<file path="src/design/jsu_pkg.sv">
package jsu_pkg;

   localparam int QDEPTH = 4;
   localparam int QAW    = $clog2(QDEPTH);

   localparam logic [7:0] CH_NUL    = 8'h00;
   localparam logic [7:0] CH_QUOTE  = 8'h22;
   localparam logic [7:0] CH_BSLASH = 8'h5C;
   localparam logic [7:0] CH_N      = 8'h6E;
   localparam logic [7:0] CH_T      = 8'h74;
   localparam logic [7:0] CH_R      = 8'h72;
   localparam logic [7:0] CH_B      = 8'h62;
   localparam logic [7:0] CH_F      = 8'h66;
   localparam logic [7:0] CH_U      = 8'h75;

   localparam logic [7:0] CTL_LF = 8'h0A;
   localparam logic [7:0] CTL_HT = 8'h09;
   localparam logic [7:0] CTL_CR = 8'h0D;
   localparam logic [7:0] CTL_BS = 8'h08;
   localparam logic [7:0] CTL_FF = 8'h0C;

   localparam logic [7:0] LEAD_MIN  = 8'h80;
   localparam logic [7:0] LEAD_THREE = 8'hF0;
   localparam logic [7:0] LEAD_TWO  = 8'hE0;

   typedef enum logic [2:0] {
      MODE_NORMAL = 3'd0,
      MODE_ESCAPE = 3'd1,
      MODE_HEX    = 3'd2,
      MODE_CONT   = 3'd3,
      MODE_DONE   = 3'd4
   } mode_type;

   // one request's worth of results
   typedef struct packed {
      logic [1:0]      cnt;
      logic [2:0][7:0] bytes;
      logic            data_valid;
      logic            str_end;
      logic            unterm;
   } burst_type;

   typedef struct packed {
      logic       ok;
      logic [3:0] val;
   } hex_type;

   function automatic hex_type hex_digit(input logic [7:0] b);
      hex_type h;
      h.ok  = 1'b1;
      h.val = 4'd0;
      if (b >= 8'h30 && b <= 8'h39) begin
         h.val = 4'(b - 8'h30);
      end else if (b >= 8'h61 && b <= 8'h66) begin
         h.val = 4'(b - 8'h57);
      end else if (b >= 8'h41 && b <= 8'h46) begin
         h.val = 4'(b - 8'h37);
      end else begin
         h.ok = 1'b0;
      end
      return h;
   endfunction

   function automatic burst_type utf8_encode(input logic [15:0] cp);
      burst_type r;
      r = '0;
      r.data_valid = 1'b1;
      if (cp < 16'h0080) begin
         r.cnt      = 2'd1;
         r.bytes[0] = cp[7:0];
      end else if (cp < 16'h0800) begin
         r.cnt      = 2'd2;
         r.bytes[0] = 8'hC0 | {3'b000, cp[10:6]};
         r.bytes[1] = 8'h80 | {2'b00, cp[5:0]};
      end else begin
         r.cnt      = 2'd3;
         r.bytes[0] = 8'hE0 | {4'h0, cp[15:12]};
         r.bytes[1] = 8'h80 | {2'b00, cp[11:6]};
         r.bytes[2] = 8'h80 | {2'b00, cp[5:0]};
      end
      return r;
   endfunction

endpackage

</file>
<file path="src/design/json_string_unescaper.sv">
// A request's results are registered in the queue when it is accepted and offered from its head.
// One request per cycle is accepted while the queue is not full and each yields at most
// one result; a request yielding two or three bytes (\u escapes) sends them out one by one,
// with a four-entry queue between decoder and output absorbing the bursts.
// Reset (synchronous, active high) empties the queue and puts the decoder in normal mode.
module json_string_unescaper import jsu_pkg::*; (
   input  logic       clock,
   input  logic       reset,
   input  logic       req_valid,
   output logic       req_stall,
   input  logic [7:0] req_in_byte,
   input  logic       req_start_req,
   output logic       rsp_valid,
   input  logic       rsp_stall,
   output logic [7:0] rsp_out_byte,
   output logic       rsp_byte_valid,
   output logic       rsp_string_end,
   output logic       rsp_unterminated,
   output logic       rsp_last
);

   logic      accept, push, pop, empty, full;
   burst_type burst, head;

   assign req_stall = full;
   assign accept    = req_valid && !req_stall;

   jsu_front u_front (
      .clock     (clock),
      .reset     (reset),
      .accept    (accept),
      .in_byte   (req_in_byte),
      .start_req (req_start_req),
      .push      (push),
      .burst     (burst)
   );

   jsu_fifo u_fifo (
      .clock   (clock),
      .reset   (reset),
      .push    (push),
      .wr_data (burst),
      .pop     (pop),
      .head    (head),
      .empty   (empty),
      .full    (full)
   );

   jsu_back u_back (
      .clock            (clock),
      .reset            (reset),
      .head             (head),
      .empty            (empty),
      .pop              (pop),
      .rsp_valid        (rsp_valid),
      .rsp_stall        (rsp_stall),
      .rsp_out_byte     (rsp_out_byte),
      .rsp_byte_valid   (rsp_byte_valid),
      .rsp_string_end   (rsp_string_end),
      .rsp_unterminated (rsp_unterminated),
      .rsp_last         (rsp_last)
   );

endmodule

</file>
<file path="src/design/jsu_front.sv">
module jsu_front import jsu_pkg::*; (
   input  logic       clock,
   input  logic       reset,
   input  logic       accept,
   input  logic [7:0] in_byte,
   input  logic       start_req,
   output logic       push,
   output burst_type  burst
);

   mode_type    mode_ff, mode_in, mode_v;
   logic [1:0]  hex_ff, hex_in, hex_v;
   logic [15:0] cp_ff, cp_in, cp_v, cp_next;
   logic [1:0]  cont_ff, cont_in, cont_v;
   logic        is_end, unterm;
   hex_type     hx;

   always_ff @(posedge clock) begin
      if (reset) begin
         mode_ff <= MODE_NORMAL;
         hex_ff  <= '0;
         cp_ff   <= '0;
         cont_ff <= '0;
      end else if (accept) begin
         mode_ff <= mode_in;
         hex_ff  <= hex_in;
         cp_ff   <= cp_in;
         cont_ff <= cont_in;
      end
   end

   always_comb begin
      mode_v  = start_req ? MODE_NORMAL : mode_ff;
      hex_v   = start_req ? 2'd0 : hex_ff;
      cp_v    = start_req ? 16'd0 : cp_ff;
      cont_v  = start_req ? 2'd0 : cont_ff;
      mode_in = mode_v;
      hex_in  = hex_v;
      cp_in   = cp_v;
      cont_in = cont_v;
      burst   = '0;
      is_end  = 1'b0;
      unterm  = 1'b0;
      hx      = hex_digit(in_byte);
      cp_next = hx.ok ? {cp_v[11:0], hx.val} : cp_v;

      unique case (mode_v)
         MODE_NORMAL: begin
            if (in_byte == CH_NUL) begin
               is_end = 1'b1;
               unterm = 1'b1;
            end else if (in_byte == CH_QUOTE) begin
               is_end = 1'b1;
            end else if (in_byte == CH_BSLASH) begin
               mode_in = MODE_ESCAPE;
            end else begin
               burst.cnt        = 2'd1;
               burst.bytes[0]   = in_byte;
               burst.data_valid = 1'b1;
               if (in_byte >= LEAD_MIN) begin
                  mode_in = MODE_CONT;
                  if (in_byte >= LEAD_THREE) begin
                     cont_in = 2'd3;
                  end else if (in_byte >= LEAD_TWO) begin
                     cont_in = 2'd2;
                  end else begin
                     cont_in = 2'd1;
                  end
               end
            end
         end
         MODE_ESCAPE: begin
            mode_in          = MODE_NORMAL;
            burst.cnt        = 2'd1;
            burst.data_valid = 1'b1;
            unique case (in_byte)
               CH_NUL: begin
                  burst  = '0;
                  is_end = 1'b1;
                  unterm = 1'b1;
               end
               CH_N: burst.bytes[0] = CTL_LF;
               CH_T: burst.bytes[0] = CTL_HT;
               CH_R: burst.bytes[0] = CTL_CR;
               CH_B: burst.bytes[0] = CTL_BS;
               CH_F: burst.bytes[0] = CTL_FF;
               CH_U: begin
                  burst   = '0;
                  mode_in = MODE_HEX;
                  hex_in  = 2'd0;
                  cp_in   = 16'd0;
               end
               default: burst.bytes[0] = in_byte;
            endcase
         end
         MODE_HEX: begin
            if (in_byte == CH_NUL || in_byte == CH_QUOTE) begin
               burst  = utf8_encode(cp_v);
               is_end = 1'b1;
               unterm = (in_byte == CH_NUL);
            end else if (hex_v == 2'd3) begin
               burst   = utf8_encode(cp_next);
               hex_in  = 2'd0;
               cp_in   = 16'd0;
               mode_in = MODE_NORMAL;
            end else begin
               cp_in  = cp_next;
               hex_in = hex_v + 2'd1;
            end
         end
         MODE_CONT: begin
            if (in_byte == CH_NUL) begin
               is_end = 1'b1;
               unterm = 1'b1;
            end else begin
               burst.cnt        = 2'd1;
               burst.bytes[0]   = in_byte;
               burst.data_valid = 1'b1;
               if (cont_v > 2'd0) begin
                  cont_in = cont_v - 2'd1;
               end
               if (cont_v <= 2'd1) begin
                  mode_in = MODE_NORMAL;
               end
            end
         end
         MODE_DONE: ;
         default: ;
      endcase

      if (is_end) begin
         if (burst.cnt == 2'd0) begin
            burst.cnt        = 2'd1;
            burst.data_valid = 1'b0;
         end
         burst.str_end = 1'b1;
         burst.unterm  = unterm;
         mode_in       = MODE_DONE;
         hex_in        = 2'd0;
         cp_in         = 16'd0;
         cont_in       = 2'd0;
      end
      push = accept && (burst.cnt != 2'd0);
   end

endmodule

</file>
<file path="src/design/jsu_fifo.sv">
module jsu_fifo import jsu_pkg::*; (
   input  logic      clock,
   input  logic      reset,
   input  logic      push,
   input  burst_type wr_data,
   input  logic      pop,
   output burst_type head,
   output logic      empty,
   output logic      full
);

   burst_type        mem_ff [QDEPTH];
   logic [QAW-1:0]   wr_ptr_ff, rd_ptr_ff;
   logic [QAW:0]     count_ff, count_in;

   assign empty = (count_ff == '0);
   assign full  = (count_ff == (QAW+1)'(QDEPTH));
   assign head  = mem_ff[rd_ptr_ff];

   always_comb begin
      count_in = count_ff;
      if (push && !pop) begin
         count_in = count_ff + 1'b1;
      end else if (pop && !push) begin
         count_in = count_ff - 1'b1;
      end
   end

   always_ff @(posedge clock) begin
      if (reset) begin
         wr_ptr_ff <= '0;
         rd_ptr_ff <= '0;
         count_ff  <= '0;
      end else begin
         count_ff <= count_in;
         if (push) begin
            wr_ptr_ff <= wr_ptr_ff + 1'b1;
         end
         if (pop) begin
            rd_ptr_ff <= rd_ptr_ff + 1'b1;
         end
      end
   end

   always_ff @(posedge clock) begin
      if (push) begin
         mem_ff[wr_ptr_ff] <= wr_data;
      end
   end

endmodule

</file>
<file path="src/design/jsu_back.sv">
module jsu_back import jsu_pkg::*; (
   input  logic       clock,
   input  logic       reset,
   input  burst_type  head,
   input  logic       empty,
   output logic       pop,
   output logic       rsp_valid,
   input  logic       rsp_stall,
   output logic [7:0] rsp_out_byte,
   output logic       rsp_byte_valid,
   output logic       rsp_string_end,
   output logic       rsp_unterminated,
   output logic       rsp_last
);

   logic [1:0] idx_ff, idx_in;
   logic       take;

   assign rsp_valid = !empty;
   assign take      = rsp_valid && !rsp_stall;
   assign rsp_last  = (idx_ff == head.cnt - 2'd1);
   assign pop       = take && rsp_last;

   always_comb begin
      case (idx_ff)
         2'd1:    rsp_out_byte = head.bytes[1];
         2'd2:    rsp_out_byte = head.bytes[2];
         default: rsp_out_byte = head.bytes[0];
      endcase
      rsp_byte_valid   = head.data_valid;
      rsp_string_end   = head.str_end && rsp_last;
      rsp_unterminated = head.unterm && rsp_last;
      idx_in           = idx_ff;
      if (pop) begin
         idx_in = 2'd0;
      end else if (take) begin
         idx_in = idx_ff + 2'd1;
      end
   end

   always_ff @(posedge clock) begin
      if (reset) begin
         idx_ff <= '0;
      end else begin
         idx_ff <= idx_in;
      end
   end

endmodule

</file>
<file path="config.mk">
export PLATFORM = sky130hd
export DESIGN_NAME = json_string_unescaper
export DESIGN_NICKNAME = d
export VERILOG_FILES = /design/src/design/jsu_pkg.sv /design/src/design/json_string_unescaper.sv /design/src/design/jsu_front.sv /design/src/design/jsu_fifo.sv /design/src/design/jsu_back.sv
export SDC_FILE = /design/constraint.sdc
export NUM_CORES = 1
export LEC_CHECK = 0
export ABC_AREA = 1
export BUFFER_PORTS_ARGS = -buffer_cell sky130_fd_sc_hd__buf_2
export CAP_MARGIN = 40
export CORE_MARGIN = 5
export CORE_UTILIZATION = 45
export CTS_BUF_LIST = sky130_fd_sc_hd__clkbuf_8
export DETAILED_ROUTE_END_ITERATION = 8
export GPL_ROUTABILITY_DRIVEN = 0
export GPL_TIMING_DRIVEN = 0
export PLACE_DENSITY = 0.74
export SYNTH_ARGS = -nofsm -noshare
export SYNTH_HDL_FRONTEND = slang
export SYNTH_SLANG_ARGS = --single-unit
</file>
<file path="constraint.sdc">
create_clock -name clock -period 3.9 [get_ports clock]
set_input_delay 0.585 -clock clock [delete_from_list [all_inputs] [get_ports clock]]
set_output_delay 0.585 -clock clock [all_outputs]
set_load 0.01 [all_outputs]
</file>
* Yosys cells after proc, flatten, opt, wreduce, memory -nomap -nowiden
Memory sizes are Yosys's and may differ from the RTL's. A register that Yosys moved wholly into a read port is not among the register bits.
Index checks and enable logic that the tools add are counted.
W data, S select, Z words.
** Word-level totals
- Memories kept :: 1
- Bits of input ports :: 13
- Bits in registers :: 32
- Word-level logic and storage cells :: 167
- Output and inout bits :: 14
- RAM bits :: 116
** Operators by class
- Multiplexer cells :: 89
- $lt $le $gt $ge :: 15
- Equal/unequal tests :: 16
- Add/subtract/negate cells :: 11
- Reduce and logical (&&, ||, !) cells :: 27
** Memory list
- u_fifo.mem_ff :: depth 4, bits a word 29, read ports 1, clocked after Yosys merged registers in 1, write ports 1, RTL line jsu_fifo.sv:12 : burst_type mem_ff [QDEPTH];
** Operators with widths (number)
- $mux W16 :: 8
- $pmux W16 S2 :: 2
- $mux W29 :: 2
- $eq A8 B7 Y1 const B :: 7
- $mux W2 :: 24
- $pmux W8 S6 :: 1
- $mux W3 :: 14
- $mux W9 :: 4
- $pmux W9 S4 :: 1
- $lt A16 B12 Y1 const B :: 2
- $lt A16 B8 Y1 const B :: 2
- $mux W8 :: 4
- $mux W14 :: 2
- $ge A8 B8 Y1 const B :: 3
- $mux W17 :: 1
- $ge A8 B7 Y1 const B :: 2
- $le A8 B7 Y1 const B :: 2
- $pmux W8 S2 :: 1
- $mux W1 :: 15
- $mux W4 :: 3
- $pmux W2 S2 :: 3
- $pmux W3 S4 :: 1
- $logic_and A1 B1 Y1 :: 11
- $add A2 B1 Y2 const B :: 4
- other kinds (27) :: 39

* Longest topological paths before layout
- Depth in word-level cells :: 21
- Gate-level depth with buffers :: 25
- Depth with buffers taken out :: 24

* Modules after synthesis
From an unflattened synthesis, not the netlist that was laid out.
** Unflattened totals
- Cell total of the unflattened synthesis :: 925
- Area total of the unflattened synthesis :: 8401.8 sq um
** By module, submodules not included
- jsu_fifo :: cells an instance 339, times used 1, area each 5056.1 sq um, sequential area each 3663.5 sq um
- jsu_front :: cells an instance 517, times used 1, area each 2959.1 sq um, sequential area each 460.4 sq um
- jsu_back :: cells an instance 67, times used 1, area each 376.6 sq um, sequential area each 40.0 sq um
- json_string_unescaper :: cells an instance 2, times used 1, area each 10.0 sq um, sequential area each 0.0 sq um

* Least setup slack after synthesis
OpenSTA, ideal clock, no wires.
- Kind :: input-to-reg
- Start point :: in req_in_byte[0]
- End point :: mem u_fifo.mem_ff[0][0] in the netlist's numbering, enable pin
- Data arrival time :: 3359 ps
- Path buffers :: 1
- Slack :: 130 ps
- Data required time :: 3489 ps
- Setup time :: 411 ps
- Cell stages on the path :: 15
- Cell sequence :: inv_1 -> ha_1 -> nand3b_1 -> nand3_4 -> nand2_4 -> buf_6 -> nand2_1 -> nand2_1 -> nor2_1 -> nand2_1 -> nand4_1 -> nand3_1 -> nand4_4 -> nand2_1 -> nor2_1
** Between the ends
- Cells in the longest elaborated chain, start to end :: 19
- Elaborated cells on any way between the ends :: 49
- Classes of those cells :: add/sub: 3; order compare: 8; eq/ne: 3; mux: 26; reduce/logical: 9
** RTL lines
- start, declared :: RTL line json_string_unescaper.sv:11 : input logic [7:0] req_in_byte,
- $ge A8 B7 Y1 or $le A8 B7 Y1 (tied branches) :: RTL line jsu_pkg.sv:56 : end else if (b >= 8'h41 && b <= 8'h46) begin
- $logic_and A1 B1 Y1 :: RTL line jsu_pkg.sv:56
- $mux W4 or $mux W1 (tied branches) :: RTL line jsu_pkg.sv:56
- $mux W4 or $mux W1 (tied branches) :: RTL line jsu_pkg.sv:54 : end else if (b >= 8'h61 && b <= 8'h66) begin
- $mux W4 or $mux W1 (tied branches) :: RTL line jsu_pkg.sv:52 : if (b >= 8'h30 && b <= 8'h39) begin
- $mux W16 :: RTL line jsu_front.sv:45 : cp_next = hx.ok ? {cp_v[11:0], hx.val} : cp_v;
- $lt A16 B12 Y1 :: RTL line jsu_pkg.sv:71 : end else if (cp < 16'h0800) begin
- $mux W1 :: RTL line jsu_pkg.sv:71
- [3 not listed]
- $pmux W2 S4 :: RTL line jsu_front.sv:47 : unique case (mode_v)
- $logic_not A2 Y1 :: RTL line jsu_front.sv:132 : if (burst.cnt == 2'd0) begin
- $mux W2 :: RTL line jsu_front.sv:132
- $mux W2 * :: RTL line jsu_front.sv:131 : if (is_end) begin
- $reduce_bool A2 Y1 * :: RTL line jsu_front.sv:143 : push = accept && (burst.cnt != 2'd0);
- $logic_and A1 B1 Y1 * :: RTL line jsu_front.sv:143
- $mux W1 * :: RTL line jsu_fifo.sv:46 : if (push) begin
- $mux W1 (not written as such) * :: RTL line jsu_fifo.sv:47 : mem_ff[wr_ptr_ff] <= wr_data;
- end, declared :: RTL line jsu_fifo.sv:12
Every way passes the cells marked *; elsewhere a longest branch is shown, timed or not.

* Worst setup path after layout
- Start point :: in req_in_byte[0]
- End point :: reg u_fifo.count_ff[2]
** Between the ends
- Cells in the longest elaborated chain, start to end :: 20
- Elaborated cells on any way between the ends :: 52
- Classes of those cells :: add/sub: 3; order compare: 8; eq/ne: 3; mux: 25; reduce/logical: 13
** RTL lines
- $ge A8 B7 Y1 or $le A8 B7 Y1 (tied branches) :: RTL line jsu_pkg.sv:56
- $logic_and A1 B1 Y1 :: RTL line jsu_pkg.sv:56
- $mux W4 or $mux W1 (tied branches) :: RTL line jsu_pkg.sv:56
- $mux W4 or $mux W1 (tied branches) :: RTL line jsu_pkg.sv:54
- $mux W4 or $mux W1 (tied branches) :: RTL line jsu_pkg.sv:52
- $mux W16 :: RTL line jsu_front.sv:45
- $lt A16 B12 Y1 :: RTL line jsu_pkg.sv:71
- $mux W1 :: RTL line jsu_pkg.sv:71
- [5 not listed]
- $mux W2 :: RTL line jsu_front.sv:132
- $mux W2 * :: RTL line jsu_front.sv:131
- $reduce_bool A2 Y1 * :: RTL line jsu_front.sv:143
- $logic_and A1 B1 Y1 * :: RTL line jsu_front.sv:143
- named net push :: RTL line json_string_unescaper.sv:22 : logic accept, push, pop, empty, full;
- $logic_not A1 Y1 :: RTL line jsu_fifo.sv:24 : end else if (pop && !push) begin
- $logic_and A1 B1 Y1 :: RTL line jsu_fifo.sv:24
- $reduce_bool A2 Y1 (no line)
- end signal, assigned :: RTL line jsu_fifo.sv:35 : count_ff <= count_in;
- end, declared :: RTL line jsu_fifo.sv:14 : logic [QAW:0] count_ff, count_in;
The timed path passes the listed nets; every way through them passes the cells marked *.
A chain may end at the register's enable or synchronous reset.

==> summary.txt <==
CTS
--------------------------------------------------------------------------------------
Longest Clk Path Bufs ...................................................            2
Hold buffer count at CTS ................................................            0
Post-cts repair resize count ............................................            0
Sinks on the clock net ..................................................          142
Clock latency on the worst-skew pair ....................................      0.44 ns
Setup bufs post-CTS .....................................................            0
Clock root cell ......................................................... sky130_fd_sc_hd__clkbuf_8
Clock-pin slew on the worst setup and hold paths ........................      0.09 ns
TritonCTS clock tree ....................................................          yes
Number of H-tree branching levels .......................................            4
Number of clock buffers inserted by TritonCTS ...........................           17

FINAL LAYOUT
--------------------------------------------------------------------------------------
Total inserted antenna cells ............................................            0
Proportion of layout cells with a drive suffix above 1 ..................        11.8%
Area growth from synthesis to layout ....................................        12.1%
Most frequent cells in the layout ....................................... sky130_fd_sc_hd__nand2_1 (186), sky130_fd_sc_hd__edfxtp_1 (108), sky130_fd_sc_hd__nor2_1 (100)
Most common library cell in the layout ignoring fill and taps ........... sky130_fd_sc_hd__nand2_1
Sequential standard cell area ........................................... 0.00392 sq mm
Post-route cell area .................................................... 0.00853 sq mm
Post-Route Utilization ..................................................        51.4%
Number of fill cells in the layout ......................................         1568
Number of nets at the end of the flow ...................................          965
Non-filler instance count after layout ..................................         1171
Area of the multi-input gates ........................................... 0.00319 sq mm

OUTCOME
--------------------------------------------------------------------------------------
Violated checks .........................................................          DRC
Outcome ................................................................. finished, violations left

PLACEMENT
--------------------------------------------------------------------------------------
Post-Place Cells ........................................................         1139
DP Wirelength ........................................................... 14800 microns
# port buffers ..........................................................           24
Cell Area, Placed ....................................................... 0.00810 sq mm

SYNTHESIS
--------------------------------------------------------------------------------------
Syn Area/Cell ...........................................................   8.53 sq um
Cells after synthesis ...................................................          892
Synth top area share ....................................................        42.6%
Syn Nets ................................................................          919
Cell area after technology mapping ...................................... 0.00761 sq mm
Register area share after synthesis .....................................        51.6%
Top post-synthesis cells by area ........................................ sky130_fd_sc_hd__edfxtp_1 (43%), sky130_fd_sc_hd__nand2_1 (9.2%), sky130_fd_sc_hd__dfxtp_1 (8.9%), sky130_fd_sc_hd__nor2_1 (5.1%), sky130_fd_sc_hd__o21ai_0 (4.7%)
Yosys top cell by area .................................................. sky130_fd_sc_hd__edfxtp_1
Yosys Warn Count ........................................................            0
Number of distinct standard cells referenced by the synthesized netlist .           49
Synthesis-stage register bit count ......................................          142

HOLD PATH
--------------------------------------------------------------------------------------
Hold WC Path Type ....................................................... input pin to register

DIE
--------------------------------------------------------------------------------------
I/O pin cnt .............................................................           27
Die width ...............................................................  140 microns
Starting utilization of the core area ...................................        45.9%
Core box area ........................................................... 0.0166 sq mm
Vertical extent of the die ..............................................  140 microns
Floorplan row count .....................................................           47
Die area ................................................................ 0.0196 sq mm

POWER AND IR DROP
--------------------------------------------------------------------------------------
Pwr per Cell Area .......................................................  517 mW/mm^2
Standby leakage power ...................................................      3.36 nW
VDD IR-drop max .........................................................       279 uV

TIMING
--------------------------------------------------------------------------------------
Slew HR .................................................................        41.0%
Period Utilization, post-route ..........................................        93.7%
Min cycle time layout ...................................................      3.66 ns
Final hold violation count ..............................................            0
Hold slack final ........................................................     0.457 ns
Max Fclk ................................................................      274 MHz
Final slew viol count ...................................................            0
Setup TNS after final layout ............................................         0 ns
Unrepaired setup endpoints after global routing .........................        false
Setup Viol. Count Final .................................................            0
Slew of the pin with the lowest slew margin .............................     0.882 ns
Clock Skews .............................................................   0.00974 ns

GLOBAL ROUTING
--------------------------------------------------------------------------------------
Wire length of the first global-routing pass ............................ 32500 microns
Largest net degree at the start of global routing .......................           28
Number of antenna violations at the first check in global routing .......            0
Total global routing track utilization ..................................        20.8%
Global route total overflow .............................................            0
Vias in the first global route ..........................................         6044

DRT
--------------------------------------------------------------------------------------
TritonRoute pass-1 iters ................................................            9
Mean number of vias per cell ............................................         5.64
Detailed Route WL ....................................................... 20300 microns
DR iter-0 viols .........................................................          754
DRC violations left .....................................................            1
Count of antenna-violating nets left after detailed routing .............            0
DR WL/cell .............................................................. 17.3 microns
Total vias in the final route ...........................................         6607

CRITICAL PATH
--------------------------------------------------------------------------------------
Category of the worst setup path capture point ..........................     register
Crit path max fanout ....................................................           10
Kind of launch point of the worst setup path ............................    input pin
Start-to-end type of the worst setup path ............................... input pin to register
Arrival time worst endpoint .............................................      3.99 ns
Required @ worst endpoint ...............................................      4.23 ns

RUN
--------------------------------------------------------------------------------------
Max cap viols ...........................................................            0

cell families (layout without fill, tap and decap cells):
group                      count (synthesis)  in the layout  synth area share, %
adders and majority gates                 14             14                 2.40
xor gates and xnor gates                   2              2                0.230
AOI/OAI and AO/OA                        204            204                 15.7
and+or+nand+nor                          396            396                 23.1
buffers and inverters                    134            193                 6.99
DFF                                      142            142                 51.6
through the flow:
| stage | power (mW) | setup WS (ns) |
|---|---|---|
| floorplan | 2.74 | 0.130 |
| global placement | 3.17 | -1.29 |
| detailed placement | 3.22 | -0.336 |
| CTS | 4.42 | 0.135 |
| global route | 4.66 | 0.00614 |
| finish | 4.40 | 0.245 |
cell usage after synthesis (all sizes together):
cell type,count
edfxtp,108
o2111ai,4
a32oi,3
a311oi,1
nand3b,3
o21bai,2
nand4,7
nand3,63
a211oi,1
o31ai,1
fa,1
a31oi,8
o21a,2
a221oi,3
nand2,199
or2,2
nor4,2
o32ai,1
clkinv,2
xor2,2
dfxtp,34
ha,13
nor3,9
inv,97
o211ai,7
o22ai,37
a22oi,3
a21oi,52
nor2,111
o41ai,1
o21ai,75
buf,13
clkbuf,22
o221ai,3
final timing paths:
kind	startpoint	end	slack, ns	cells past startpoint
worst max-delay path	req_in_byte[0]	u_fifo.count_ff[2]	0.24	23
worst min-delay path	rsp_stall	u_back.idx_ff[0]	0.46	4
worst max register to register	u_front.mode_ff[0]	u_fifo.count_ff[2]	0.53	17
worst min register to register	u_front.hex_ff[0]	u_front.hex_ff[0]	0.47	2
per-layer routing:
metal	wire [microns]	vias to the layer above	GRT usage [%]
met5	0	-	0
met4	661	0	8.21
met2	9370	316	33.1
met1	8820	3058	28.3
li1	-	3172	-
met3	1450	61	3.65
where the power goes:
group	switching [mW]	internal, mW
Clock	0.616	0.595
Sequential	0.0565	1.81
Combinational	0.918	0.406
Total	1.59	2.81
final cells by class:
| type | count | share of cell area [%] |
|---|---|---|
| Clock inverter | 15 | 2.11 |
| Inverter | 99 | 4.36 |
| Tap cell | 220 | 3.23 |
| Clock buffer | 17 | 2.74 |
| Sequential cell | 142 | 46.0 |
| Multi-Input combinational cell | 616 | 37.5 |
| Timing Repair Buffer | 27 | 2.20 |
| Buffer | 35 | 1.88 |
registers in the layout, indices dropped and copies added (netlist names), named ones only:
name,count
u_front.cont_ff,2
u_front.hex_ff,2
u_front.cp_ff,16
u_fifo.count_ff,3
u_fifo.mem_ff,108
u_fifo.rd_ptr_ff,2
u_front.mode_ff,3
u_back.idx_ff,2
u_fifo.wr_ptr_ff,2
critical path: stages:
cell and delay, ns:
sky130_fd_sc_hd__buf_2 0.13, sky130_fd_sc_hd__inv_1 0.12, sky130_fd_sc_hd__ha_1 0.22, sky130_fd_sc_hd__nand3b_1 0.21
sky130_fd_sc_hd__nand3_4 0.20, sky130_fd_sc_hd__buf_2 0.26, sky130_fd_sc_hd__nand3_1 0.10, sky130_fd_sc_hd__nand2_1 0.17
sky130_fd_sc_hd__inv_1 0.12, sky130_fd_sc_hd__nand3_4 0.14, sky130_fd_sc_hd__nand2_2 0.06, sky130_fd_sc_hd__nand2_2 0.10
sky130_fd_sc_hd__nand2_4 0.10, sky130_fd_sc_hd__nand4_4 0.12, sky130_fd_sc_hd__nand2_2 0.16, sky130_fd_sc_hd__inv_1 0.13
sky130_fd_sc_hd__ha_1 0.15, sky130_fd_sc_hd__inv_1 0.06, sky130_fd_sc_hd__fa_1 0.37, sky130_fd_sc_hd__a21oi_1 0.14
sky130_fd_sc_hd__o21ai_0 0.10, sky130_fd_sc_hd__o21ai_0 0.16, sky130_fd_sc_hd__a21oi_1 0.06
Note: power is estimated with default switching activity, not from simulation.
